<file path="src/sv/sacc_pkg.sv">
// Package with shared types and constants of the stepper axis centering controller.
package sacc_pkg;

	localparam int TICK_W = 27;
	localparam int RATE_W = 16;
	localparam int VAL_W = 16;
	localparam int TSTEP_W = 20;
	localparam int TTOTAL_W = 21;

	typedef enum logic [2:0] {
		ACT_TICK = 3'd0,
		ACT_LEFT = 3'd1,
		ACT_RIGHT = 3'd2,
		ACT_RATE = 3'd3,
		ACT_GO = 3'd4,
		ACT_STOP = 3'd5
	} action_t;

	typedef enum logic [1:0] {
		CFG_TICK_RATE = 2'd0,
		CFG_SEARCH_RATE = 2'd1,
		CFG_CENTER_RATE = 2'd2
	} cfg_idx_t;

	typedef struct packed {
		logic start;
		logic [TICK_W-1:0] dividend;
		logic [RATE_W-1:0] divisor;
	} div_cmd_t;

	typedef struct packed {
		logic busy;
		logic done;
		logic [TICK_W-1:0] quotient;
	} div_sts_t;

endpackage

</file>
<file path="src/sv/sacc_divider.sv">
// Restoring divider computing the move period one quotient bit per cycle.
module sacc_divider (
	input logic clk,
	input logic arst_n,
	input sacc_pkg::div_cmd_t cmd,
	output sacc_pkg::div_sts_t sts
);
	localparam int QW = sacc_pkg::TICK_W;
	localparam int CW = $clog2(QW + 1);

	logic [QW-1:0] quo_q;
	logic [sacc_pkg::RATE_W-1:0] rem_q;
	logic [sacc_pkg::RATE_W-1:0] dvs_q;
	logic [CW-1:0] cnt_q;
	logic busy_q;
	logic done_q;
	logic [sacc_pkg::RATE_W:0] trial;
	logic [sacc_pkg::RATE_W:0] shifted;

	assign shifted = {rem_q, quo_q[QW-1]};
	assign trial = shifted - {1'b0, dvs_q};

	always_ff @(posedge clk or negedge arst_n) begin
		if (!arst_n) begin
			busy_q <= 1'b0;
			done_q <= 1'b0;
			cnt_q <= '0;
		end else begin
			done_q <= 1'b0;
			if (cmd.start) begin
				busy_q <= 1'b1;
				cnt_q <= CW'(QW);
			end else if (busy_q) begin
				cnt_q <= cnt_q - 1'b1;
				if (cnt_q == CW'(1)) begin
					busy_q <= 1'b0;
					done_q <= 1'b1;
				end
			end
		end
	end

	always_ff @(posedge clk) begin
		if (cmd.start) begin
			quo_q <= cmd.dividend;
			rem_q <= '0;
			dvs_q <= (cmd.divisor == '0) ? sacc_pkg::RATE_W'(1) : cmd.divisor;
		end else if (busy_q) begin
			if (!trial[sacc_pkg::RATE_W]) begin
				rem_q <= trial[sacc_pkg::RATE_W-1:0];
				quo_q <= {quo_q[QW-2:0], 1'b1};
			end else begin
				rem_q <= shifted[sacc_pkg::RATE_W-1:0];
				quo_q <= {quo_q[QW-2:0], 1'b0};
			end
		end
	end

	assign sts.busy = busy_q;
	assign sts.done = done_q;
	assign sts.quotient = quo_q;
endmodule

</file>
<file path="src/sv/sacc_datapath.sv">
// Datapath holding the move queue, counters, centering totals and result register.
module sacc_datapath #(
	parameter int QUEUE_DEPTH = 2,
	parameter int STEP_COUNT_BITS = 20
) (
	input logic clk,
	input logic arst_n,
	input logic in_acc,
	input logic [2:0] action,
	input logic [sacc_pkg::VAL_W-1:0] value,
	input logic left_limit,
	input logic right_limit,
	input logic cfg_we,
	input logic [1:0] cfg_index,
	input logic [31:0] cfg_data,
	output logic go_div,
	output logic res_load,
	output logic step_pulse_d,
	output logic direction_d,
	output logic moving_d,
	output logic centering_d,
	output logic move_done_d,
	output logic command_dropped_d,
	output logic paused_d,
	output logic [1:0] queue_level_d
);
	localparam int QW = $clog2(QUEUE_DEPTH + 1);
	localparam int QI = (QUEUE_DEPTH > 1) ? $clog2(QUEUE_DEPTH) : 1;
	localparam logic [2:0] PH_WAIT = 3'd0, PH_SEEK = 3'd1, PH_TRAV = 3'd2,
		PH_CPEND = 3'd3, PH_CMOVE = 3'd4, PH_DONE = 3'd5;

	sacc_pkg::div_cmd_t dcmd;
	sacc_pkg::div_sts_t dsts;

	logic [sacc_pkg::TICK_W-1:0] tick_rate_q;
	logic [sacc_pkg::RATE_W-1:0] search_rate_q, center_rate_q, user_rate_q;
	logic [sacc_pkg::TICK_W-1:0] period_q, tick_cnt_q;
	logic [STEP_COUNT_BITS-1:0] steps_q;
	logic dir_q, active_q, hold_q;
	logic [2:0] phase_q;
	logic [1:0] runs_q;
	logic [sacc_pkg::TSTEP_W-1:0] tsteps_q;
	logic [sacc_pkg::TTOTAL_W-1:0] ttotal_q;
	logic [17:0] queue_q [QUEUE_DEPTH];
	logic [QW-1:0] fill_q;

	logic [sacc_pkg::TICK_W-1:0] tick_inc;
	logic [sacc_pkg::TSTEP_W-1:0] ts_inc;
	logic [sacc_pkg::TTOTAL_W:0] tot_sum;
	logic [1:0] qkind;
	logic [15:0] qval;

	assign qkind = queue_q[0][17:16];
	assign qval = queue_q[0][15:0];
	assign tick_inc = tick_cnt_q + 1'b1;
	assign ts_inc = (tsteps_q == '1) ? tsteps_q : tsteps_q + 1'b1;
	assign tot_sum = {1'b0, ttotal_q} + (sacc_pkg::TTOTAL_W + 1)'(ts_inc);

	always_comb begin
		go_div = 1'b0;
		dcmd.divisor = search_rate_q;
		if (in_acc && action == sacc_pkg::ACT_TICK && !active_q) begin
			case (phase_q)
				PH_SEEK: go_div = !(left_limit || right_limit);
				PH_TRAV: go_div = 1'b1;
				PH_CPEND: begin
					go_div = 1'b1;
					dcmd.divisor = center_rate_q;
				end
				PH_DONE: begin
					go_div = !hold_q && fill_q != '0;
					dcmd.divisor = ({1'b0, qkind} == sacc_pkg::ACT_RATE) ? qval : user_rate_q;
				end
				default: go_div = 1'b0;
			endcase
		end
		dcmd.start = go_div;
		dcmd.dividend = tick_rate_q;
	end

	sacc_divider u_div (.clk(clk), .arst_n(arst_n), .cmd(dcmd), .sts(dsts));

	always_ff @(posedge clk or negedge arst_n) begin
		if (!arst_n) begin
			tick_rate_q <= 27'd72000000;
			search_rate_q <= 16'd400;
			center_rate_q <= 16'd1000;
			user_rate_q <= 16'd400;
			period_q <= '0;
			tick_cnt_q <= '0;
			steps_q <= '0;
			dir_q <= 1'b0;
			active_q <= 1'b0;
			hold_q <= 1'b1;
			phase_q <= PH_WAIT;
			runs_q <= '0;
			tsteps_q <= '0;
			ttotal_q <= '0;
			fill_q <= '0;
			res_load <= 1'b0;
			step_pulse_d <= 1'b0;
			move_done_d <= 1'b0;
			command_dropped_d <= 1'b0;
		end else begin
			res_load <= 1'b0;
			if (dsts.done) period_q <= dsts.quotient;
			if (cfg_we) begin
				case (cfg_index)
					sacc_pkg::CFG_TICK_RATE: tick_rate_q <= cfg_data[sacc_pkg::TICK_W-1:0];
					sacc_pkg::CFG_SEARCH_RATE: search_rate_q <= cfg_data[15:0];
					sacc_pkg::CFG_CENTER_RATE: center_rate_q <= cfg_data[15:0];
					default: ;
				endcase
			end
			if (in_acc) begin
				res_load <= !go_div;
				step_pulse_d <= 1'b0;
				move_done_d <= 1'b0;
				command_dropped_d <= 1'b0;
				case (action)
					sacc_pkg::ACT_LEFT, sacc_pkg::ACT_RIGHT, sacc_pkg::ACT_RATE: begin
						if (fill_q < QW'(QUEUE_DEPTH)) begin
							fill_q <= fill_q + 1'b1;
						end else begin
							command_dropped_d <= 1'b1;
						end
					end
					sacc_pkg::ACT_GO: hold_q <= 1'b0;
					sacc_pkg::ACT_STOP: hold_q <= 1'b1;
					sacc_pkg::ACT_TICK: begin
						if (active_q) begin
							if (tick_inc >= period_q) begin
								tick_cnt_q <= '0;
								if (steps_q == '0 ||
									(phase_q == PH_DONE && left_limit && right_limit)) begin
									steps_q <= '0;
									active_q <= 1'b0;
									move_done_d <= 1'b1;
									if (phase_q == PH_TRAV) begin
										tsteps_q <= ts_inc;
										if ((left_limit && dir_q) || (right_limit && !dir_q)) begin
											dir_q <= !dir_q;
											ttotal_q <= tot_sum[sacc_pkg::TTOTAL_W] ? '1 :
												tot_sum[sacc_pkg::TTOTAL_W-1:0];
											tsteps_q <= '0;
											runs_q <= runs_q + 1'b1;
											if (runs_q + 2'd1 >= 2'd2) phase_q <= PH_CPEND;
										end
									end else if (phase_q == PH_CMOVE) begin
										phase_q <= PH_DONE;
									end
								end else begin
									steps_q <= steps_q - 1'b1;
									step_pulse_d <= 1'b1;
								end
							end else begin
								tick_cnt_q <= tick_inc;
							end
						end else begin
							case (phase_q)
								PH_WAIT: if (!left_limit && !right_limit) phase_q <= PH_SEEK;
								PH_SEEK: if (left_limit || right_limit) begin
									dir_q <= !dir_q;
									phase_q <= PH_TRAV;
								end
								default: ;
							endcase
							if (go_div) begin
								tick_cnt_q <= '0;
								active_q <= 1'b1;
								case (phase_q)
									PH_CPEND: begin
										steps_q <= STEP_COUNT_BITS'(ttotal_q >> 2);
										phase_q <= PH_CMOVE;
									end
									PH_DONE: begin
										steps_q <= STEP_COUNT_BITS'(qval);
										if ({1'b0, qkind} == sacc_pkg::ACT_RATE) user_rate_q <= qval;
										dir_q <= ({1'b0, qkind} == sacc_pkg::ACT_LEFT);
										fill_q <= fill_q - 1'b1;
									end
									default: steps_q <= STEP_COUNT_BITS'(1);
								endcase
							end
						end
					end
					default: ;
				endcase
			end
			if (dsts.done) res_load <= 1'b1;
		end
	end

	always_ff @(posedge clk) begin
		if (in_acc) begin
			if (go_div && phase_q == PH_DONE) begin
				for (int i = 0; i + 1 < QUEUE_DEPTH; i++) queue_q[i] <= queue_q[i + 1];
			end
			if ((action == sacc_pkg::ACT_LEFT || action == sacc_pkg::ACT_RIGHT ||
				action == sacc_pkg::ACT_RATE) && fill_q < QW'(QUEUE_DEPTH))
				queue_q[QI'(fill_q)] <= {action[1:0], value};
		end
	end

	assign direction_d = dir_q;
	assign moving_d = active_q;
	assign centering_d = (phase_q != PH_DONE);
	assign paused_d = hold_q;
	assign queue_level_d = 2'(fill_q);
endmodule

</file>
<file path="src/sv/sacc_ctrl.sv">
// Controller for the input and result handshakes around the datapath.
module sacc_ctrl (
	input logic clk,
	input logic arst_n,
	input logic in_valid,
	input logic div_go,
	input logic res_load,
	input logic out_stall,
	output logic in_stall,
	output logic out_valid
);
	typedef enum logic [1:0] {S_IDLE, S_DIV, S_FULL} state_t;
	state_t state_q;

	assign in_stall = (state_q != S_IDLE) && !(state_q == S_FULL && !out_stall);
	assign out_valid = (state_q == S_FULL);

	always_ff @(posedge clk or negedge arst_n) begin
		if (!arst_n) begin
			state_q <= S_IDLE;
		end else begin
			case (state_q)
				S_IDLE: if (in_valid) state_q <= div_go ? S_DIV : S_FULL;
				S_DIV: if (res_load) state_q <= S_FULL;
				S_FULL: if (!out_stall) state_q <= in_valid ? (div_go ? S_DIV : S_FULL) : S_IDLE;
				default: state_q <= S_IDLE;
			endcase
		end
	end
endmodule

</file>
<file path="src/sv/stepper_axis_controller_centering_top.sv">
// Top level of the single-axis stepper step generator with self-centering.
// Input items (action, value, limit switches) use valid and stall; each accepted
// item gives one result item on the output channel, also with valid and stall.
// A result appears in the cycle after its item if the item starts no move. Items that
// start a move wait while the shared restoring divider computes the period,
// one quotient bit per cycle; in that time input is stalled.
// Otherwise one item is taken per cycle while results are taken as fast.
// When the receiver stalls, the held result stays and input stalls as well.
// Configuration writes use cfg_valid and cfg_ready with cfg_index and cfg_data;
// write them only while the block is idle.
// Reset puts the block into its centering sequence, paused with an empty queue.
module stepper_axis_controller_centering_top #(
	parameter int QUEUE_DEPTH = 2,
	parameter int STEP_COUNT_BITS = 20
) (
	input logic clk,
	input logic arst_n,
	input logic in_valid,
	output logic in_stall,
	input logic [2:0] action,
	input logic [15:0] value,
	input logic left_limit,
	input logic right_limit,
	output logic out_valid,
	input logic out_stall,
	output logic step_pulse,
	output logic direction,
	output logic moving,
	output logic centering,
	output logic move_done,
	output logic command_dropped,
	output logic paused,
	output logic [1:0] queue_level,
	input logic cfg_valid,
	output logic cfg_ready,
	input logic [1:0] cfg_index,
	input logic [31:0] cfg_data
);
	logic in_acc, go_div, res_load;
	logic sp, dr, mv, ce, md, cd, pa;
	logic [1:0] ql;

	assign in_acc = in_valid && !in_stall;
	assign cfg_ready = 1'b1;

	sacc_datapath #(.QUEUE_DEPTH(QUEUE_DEPTH), .STEP_COUNT_BITS(STEP_COUNT_BITS)) u_dp (
		.clk(clk), .arst_n(arst_n), .in_acc(in_acc), .action(action), .value(value),
		.left_limit(left_limit), .right_limit(right_limit),
		.cfg_we(cfg_valid && cfg_ready), .cfg_index(cfg_index), .cfg_data(cfg_data),
		.go_div(go_div), .res_load(res_load), .step_pulse_d(sp),
		.direction_d(dr), .moving_d(mv), .centering_d(ce), .move_done_d(md),
		.command_dropped_d(cd), .paused_d(pa), .queue_level_d(ql));

	sacc_ctrl u_ctrl (.clk(clk), .arst_n(arst_n), .in_valid(in_valid), .div_go(go_div),
		.res_load(res_load), .out_stall(out_stall), .in_stall(in_stall),
		.out_valid(out_valid));

	assign step_pulse = sp;
	assign direction = dr;
	assign moving = mv;
	assign centering = ce;
	assign move_done = md;
	assign command_dropped = cd;
	assign paused = pa;
	assign queue_level = ql;

`ifndef SYNTHESIS
	a_pulse_done: assert property (@(posedge clk) disable iff (!arst_n)
		out_valid |-> !(step_pulse && move_done)) else $error("pulse and done together");
	a_level: assert property (@(posedge clk) disable iff (!arst_n)
		out_valid |-> queue_level <= 2'(QUEUE_DEPTH)) else $error("queue level too high");
	a_hold: assert property (@(posedge clk) disable iff (!arst_n)
		out_valid && out_stall |=> out_valid) else $error("result lost under stall");
`endif
endmodule
</file>
<file path="config.mk">
export PLATFORM = sky130hd
export DESIGN_NAME = stepper_axis_controller_centering_top
export DESIGN_NICKNAME = d
export VERILOG_FILES = /design/src/sv/sacc_pkg.sv /design/src/sv/sacc_divider.sv /design/src/sv/sacc_datapath.sv /design/src/sv/sacc_ctrl.sv /design/src/sv/stepper_axis_controller_centering_top.sv
export SDC_FILE = /design/constraint.sdc
export NUM_CORES = 1
export LEC_CHECK = 0
export ABC_AREA = 1
export BUFFER_PORTS_ARGS = -buffer_cell sky130_fd_sc_hd__buf_2
export CAP_MARGIN = 40
export CORE_MARGIN = 5
export CORE_UTILIZATION = 68
export DETAILED_ROUTE_END_ITERATION = 6
export PLACE_DENSITY = 0.87
export SKIP_LAST_GASP = 1
export SYNTH_ARGS = -nofsm -noshare
export SYNTH_HDL_FRONTEND = slang
export SYNTH_HIERARCHICAL = 1
export SYNTH_SLANG_ARGS = --single-unit
</file>
<file path="constraint.sdc">
create_clock -name clk -period 5.8 [get_ports clk]
set_input_delay 0 -clock clk [delete_from_list [all_inputs] [get_ports clk]]
set_output_delay 0 -clock clk [all_outputs]
set_load 0.05 [all_outputs]
</file>
==> impl_metrics.xml <==
<?xml version="1.0" encoding="UTF-8"?>
<metrics>
  <group name="sta">
    <metric name="grt_setup_unrepaired" unit="">no</metric>
    <metric name="setup_violations" unit="">0</metric>
    <metric name="post-route-min-period" unit="ps">3840</metric>
    <metric name="hold_ws" unit="ps">55.9</metric>
    <metric name="hold_violations" unit="">0</metric>
    <metric name="final_worst_clock_skew" unit="ps">21.0</metric>
    <metric name="worst_slew_margin" unit="%">41.2</metric>
    <metric name="period_share" unit="%">66.2</metric>
    <metric name="drv_slew" unit="">0</metric>
    <metric name="clock.fmax" unit="GHz">0.260</metric>
    <metric name="fin_setup_tns" unit="ps">0</metric>
    <metric name="worst-slew-pin-transition" unit="ps">882</metric>
  </group>
  <group name="cells_and_area">
    <metric name="ant_diodes" unit="">0</metric>
    <metric name="layout-drive-gt1-share" unit="%">9.81</metric>
    <metric name="n_fill_cell" unit="">1806</metric>
    <metric name="utilization" unit="%">77.2</metric>
    <metric name="finalNonFillerCells" unit="">2760</metric>
    <metric name="fin_nets" unit="">2530</metric>
    <metric name="flow.area_growth_from_synthesis" unit="%">12.0</metric>
  </group>
  <group name="global_route">
    <metric name="global_route_wire_length_before_repair" unit="um">75400</metric>
    <metric name="grt_antenna_before_repair" unit="">0</metric>
    <metric name="grt_pass1_vias" unit="">15400</metric>
    <metric name="met3_usage" unit="%">4.39</metric>
    <metric name="grt_remaining_overflow" unit="">0</metric>
    <metric name="grtUsageTotal" unit="%">31.3</metric>
    <metric name="m2_gr_usage" unit="%">52.0</metric>
    <metric name="groute.layer.met1.usage" unit="%">41.5</metric>
    <metric name="grt.busiest_layer" unit="">met2</metric>
    <metric name="grt_start_max_net_pins" unit="">90</metric>
  </group>
  <group name="die">
    <metric name="std_cell_rows" unit="">59</metric>
    <metric name="die-width" unit="um">172</metric>
    <metric name="placeable_core_region" unit="mm2">0.0260</metric>
    <metric name="initial_utilization" unit="%">69.0</metric>
    <metric name="design.portCount" unit="">72</metric>
    <metric name="fp.dieH" unit="um">172</metric>
    <metric name="die_area" unit="mm2">0.0297</metric>
  </group>
  <group name="worst_setup_path">
    <metric name="worst_path_largest_cell_delay" unit="ps">430</metric>
    <metric name="worst_path_slowest_cell" unit="">dfrtp_1</metric>
    <metric name="crit_chain" unit="">ha_1 &gt; nand3_1 &gt; inv_1 &gt; nand2_1 &gt; nor2_1 &gt; nand2_2 &gt; nand2_1 &gt; ha_1 &gt; a21oi_1 &gt; o21ai_0 &gt; inv_1 &gt; nand2_1 &gt; nand2_1 &gt; nand2_1 &gt; nor2_4 &gt; nand2_1 &gt; o21ai_0 &gt; nand2_1</metric>
    <metric name="regToRegSetupSlack" unit="ps">1960</metric>
    <metric name="timing.setup.critical_path_class" unit="">flip-flop to flip-flop</metric>
    <metric name="cpMostUsedCell" unit="">nand2_1</metric>
    <metric name="worst_reg_to_reg_path_cell_count" unit="">18</metric>
    <metric name="worst_reg2reg_startpoint" unit="">u_dp/tsteps_q[1]</metric>
    <metric name="rr_endpoint" unit="">u_dp/ttotal_q[15]</metric>
    <metric name="cell_type_group_with_the_largest_total_delay_on_the_critical_path" unit="">simple AND/OR/NAND/NOR gates</metric>
    <metric name="path_max_fanout" unit="">17</metric>
    <metric name="worstSetupStartpointType" unit="">flip-flop</metric>
    <metric name="timing.critical_path.required" unit="ps">6170</metric>
    <metric name="critPathCaptureType" unit="">flip-flop</metric>
    <metric name="critPathArrivalTime" unit="ps">4210</metric>
    <metric name="worst-path-buf-inv" unit="">2</metric>
  </group>
  <group name="drt">
    <metric name="drt_first_iter_violations" unit="">1618</metric>
    <metric name="firstDrtPassIters" unit="">7</metric>
    <metric name="num_vias" unit="">16000</metric>
    <metric name="ant_nets" unit="">0</metric>
    <metric name="routedWlPerCell" unit="um">16.7</metric>
    <metric name="viasPerCell" unit="">5.79</metric>
    <metric name="route.final.wire_length" unit="um">46100</metric>
    <metric name="drc" unit="">0</metric>
  </group>
  <group name="clocking">
    <metric name="clkSinkCount" unit="">308</metric>
    <metric name="ctsHoldBuffers" unit="">54</metric>
    <metric name="clk_pin_slew_worst_paths" unit="ps">60</metric>
    <metric name="numCtsBuffers" unit="">34</metric>
    <metric name="post_cts_resized" unit="">0</metric>
    <metric name="clockRootBuffer" unit="">clkbuf_16</metric>
    <metric name="clock_tree_from_tritoncts" unit="">done</metric>
    <metric name="ctsLongestPathBuffers" unit="">3</metric>
    <metric name="insertion_delay" unit="ps">510</metric>
    <metric name="post_cts_setup_buffers" unit="">0</metric>
    <metric name="htree_levels" unit="">2</metric>
  </group>
  <group name="pwr">
    <metric name="power_switching_share" unit="%">24.2</metric>
    <metric name="clock_power_share" unit="%">42.9</metric>
    <metric name="power_per_cell_area" unit="mW/mm2">246</metric>
    <metric name="leakage" unit="uW">0.0100</metric>
    <metric name="irDropWorstVdd" unit="mV">0.272</metric>
    <metric name="fin_total_pwr" unit="uW">4940</metric>
    <metric name="sequential_share_of_power" unit="%">49.1</metric>
    <metric name="switching_pwr" unit="uW">1200</metric>
    <metric name="p_int" unit="uW">3740</metric>
    <metric name="combPwrFrac" unit="%">8.0</metric>
  </group>
  <group name="outcome">
    <metric name="outcome" unit="">finished, final reports clean</metric>
  </group>
  <group name="synthesis">
    <metric name="synth_cells" unit="">2311</metric>
    <metric name="net_count_synth" unit="">2441</metric>
    <metric name="syn_avg_cell_area" unit="um2">7.75</metric>
    <metric name="cell_area_after_technology_mapping" unit="mm2">0.0179</metric>
    <metric name="synth-warning-count" unit="">6</metric>
  </group>
  <group name="placed_design">
    <metric name="dp_cells" unit="">2645</metric>
    <metric name="detailedPlacementHpwl" unit="um">31700</metric>
    <metric name="final_weighted_congestion_of_routability_driven_global_placement" unit="">0.982</metric>
    <metric name="placement.io_buffers" unit="">65</metric>
  </group>
  <group name="worst_hold_path">
    <metric name="hold_wc_path_type" unit="">input port to asynchronous set/reset pin</metric>
  </group>
  <group name="run">
    <metric name="cap_viol_max_count" unit="">0</metric>
  </group>
</metrics>
==> per-stage QoR <==
step / cell area [um2] / setup WS [ps]
after floorplan: 17900 / 2340
after global routing: 20100 / 1620
after global placement: 18300 / 1910
after CTS: 20100 / 2050
final: 20100 / 1960
after detailed placement: 18400 / 2100
==> flip-flops by register name, indices dropped and copies added (netlist names), 2 cells and up <==
name,flops
u_dp/center_rate_q,16
u_dp/tsteps_q,20
u_dp/u_div/rem_q,16
u_dp/user_rate_q,16
u_dp/search_rate_q,16
u_dp/queue_level_d,2
u_ctrl/state_q,2
u_dp/tick_cnt_q,27
u_dp/ttotal_q,21
u_dp/tick_rate_q,27
u_dp/queue_q,36
u_dp/u_div/quo_q,27
u_dp/period_q,27
u_dp/phase_q,3
u_dp/steps_q,20
u_dp/u_div/cnt_q,5
u_dp/u_div/dvs_q,16
u_dp/runs_q,2
==> per-layer routing <==
layer  up-vias  wire length (um)  share of wire (%)
met2       788             21900                 47
met3       166              3320                7.2
met4         0              2210                4.8
li1       7600                 -                  -
met5         -                 0                  0
met1      7436             18700                 41
==> cell usage in the layout (no fill, tap or decap), types with 4 or more instances in the layout <==
cell type,n
a21oi_1,71
a22oi_1,33
buf_2,64
buf_4,10
buf_8,4
clkbuf_1,11
clkbuf_16,36
clkbuf_8,6
clkinv_1,4
dfrtp_1,193
dfstp_2,20
dfxtp_1,16
dlygate4sd3_1,54
edfxtp_1,79
ha_1,68
inv_1,294
inv_2,10
mux2_2,12
nand2_1,762
nand2_2,16
nand2_4,4
nand3_1,94
nand4_1,22
nor2_1,121
nor2_2,10
nor2_4,5
nor3_1,36
nor4_1,7
o21ai_0,210
o21ai_1,6
o21ai_2,20
o22ai_1,14
xnor2_1,17
xor2_1,55
==> power groups by stage <==
stage,sequential [uW],clock (uW),combinational (uW)
after CTS,2420,2140,387
after global placement,2450,0,331
after global routing,2430,2240,433
after detailed placement,2460,0,350
final,2430,2120,397
after floorplan,2470,0,188
==> worst max-delay path by stage <==
stage               cells after the start               start             endpoint
floorplan                              11   u_ctrl/state_q[1]  u_dp/u_div/quo_q[0]
global placement                       20  u_dp/tick_cnt_q[0]    u_dp/tsteps_q[18]
detailed placement                     18    u_dp/tsteps_q[1]    u_dp/ttotal_q[15]
CTS                                    18    u_dp/tsteps_q[1]    u_dp/ttotal_q[15]
global route                           18    u_dp/tsteps_q[1]    u_dp/ttotal_q[15]
finish                                 18    u_dp/tsteps_q[1]    u_dp/ttotal_q[15]
==> final cells by class <==
| type | count | area [um2] | share of cell area, % |
|---|---|---|---|
| flip-flops and latches | 308 | 8050 | 40.1 |
| multi-input cells | 1615 | 8300 | 41.4 |
| clock buffers | 53 | 1020 | 5.11 |
| inverters | 307 | 1150 | 5.74 |
| repair buffers | 134 | 1040 | 5.20 |
| clock inverters | 8 | 72.6 | 0.362 |
| well taps | 335 | 419 | 2.09 |
(Power assumes the default switching activity.)
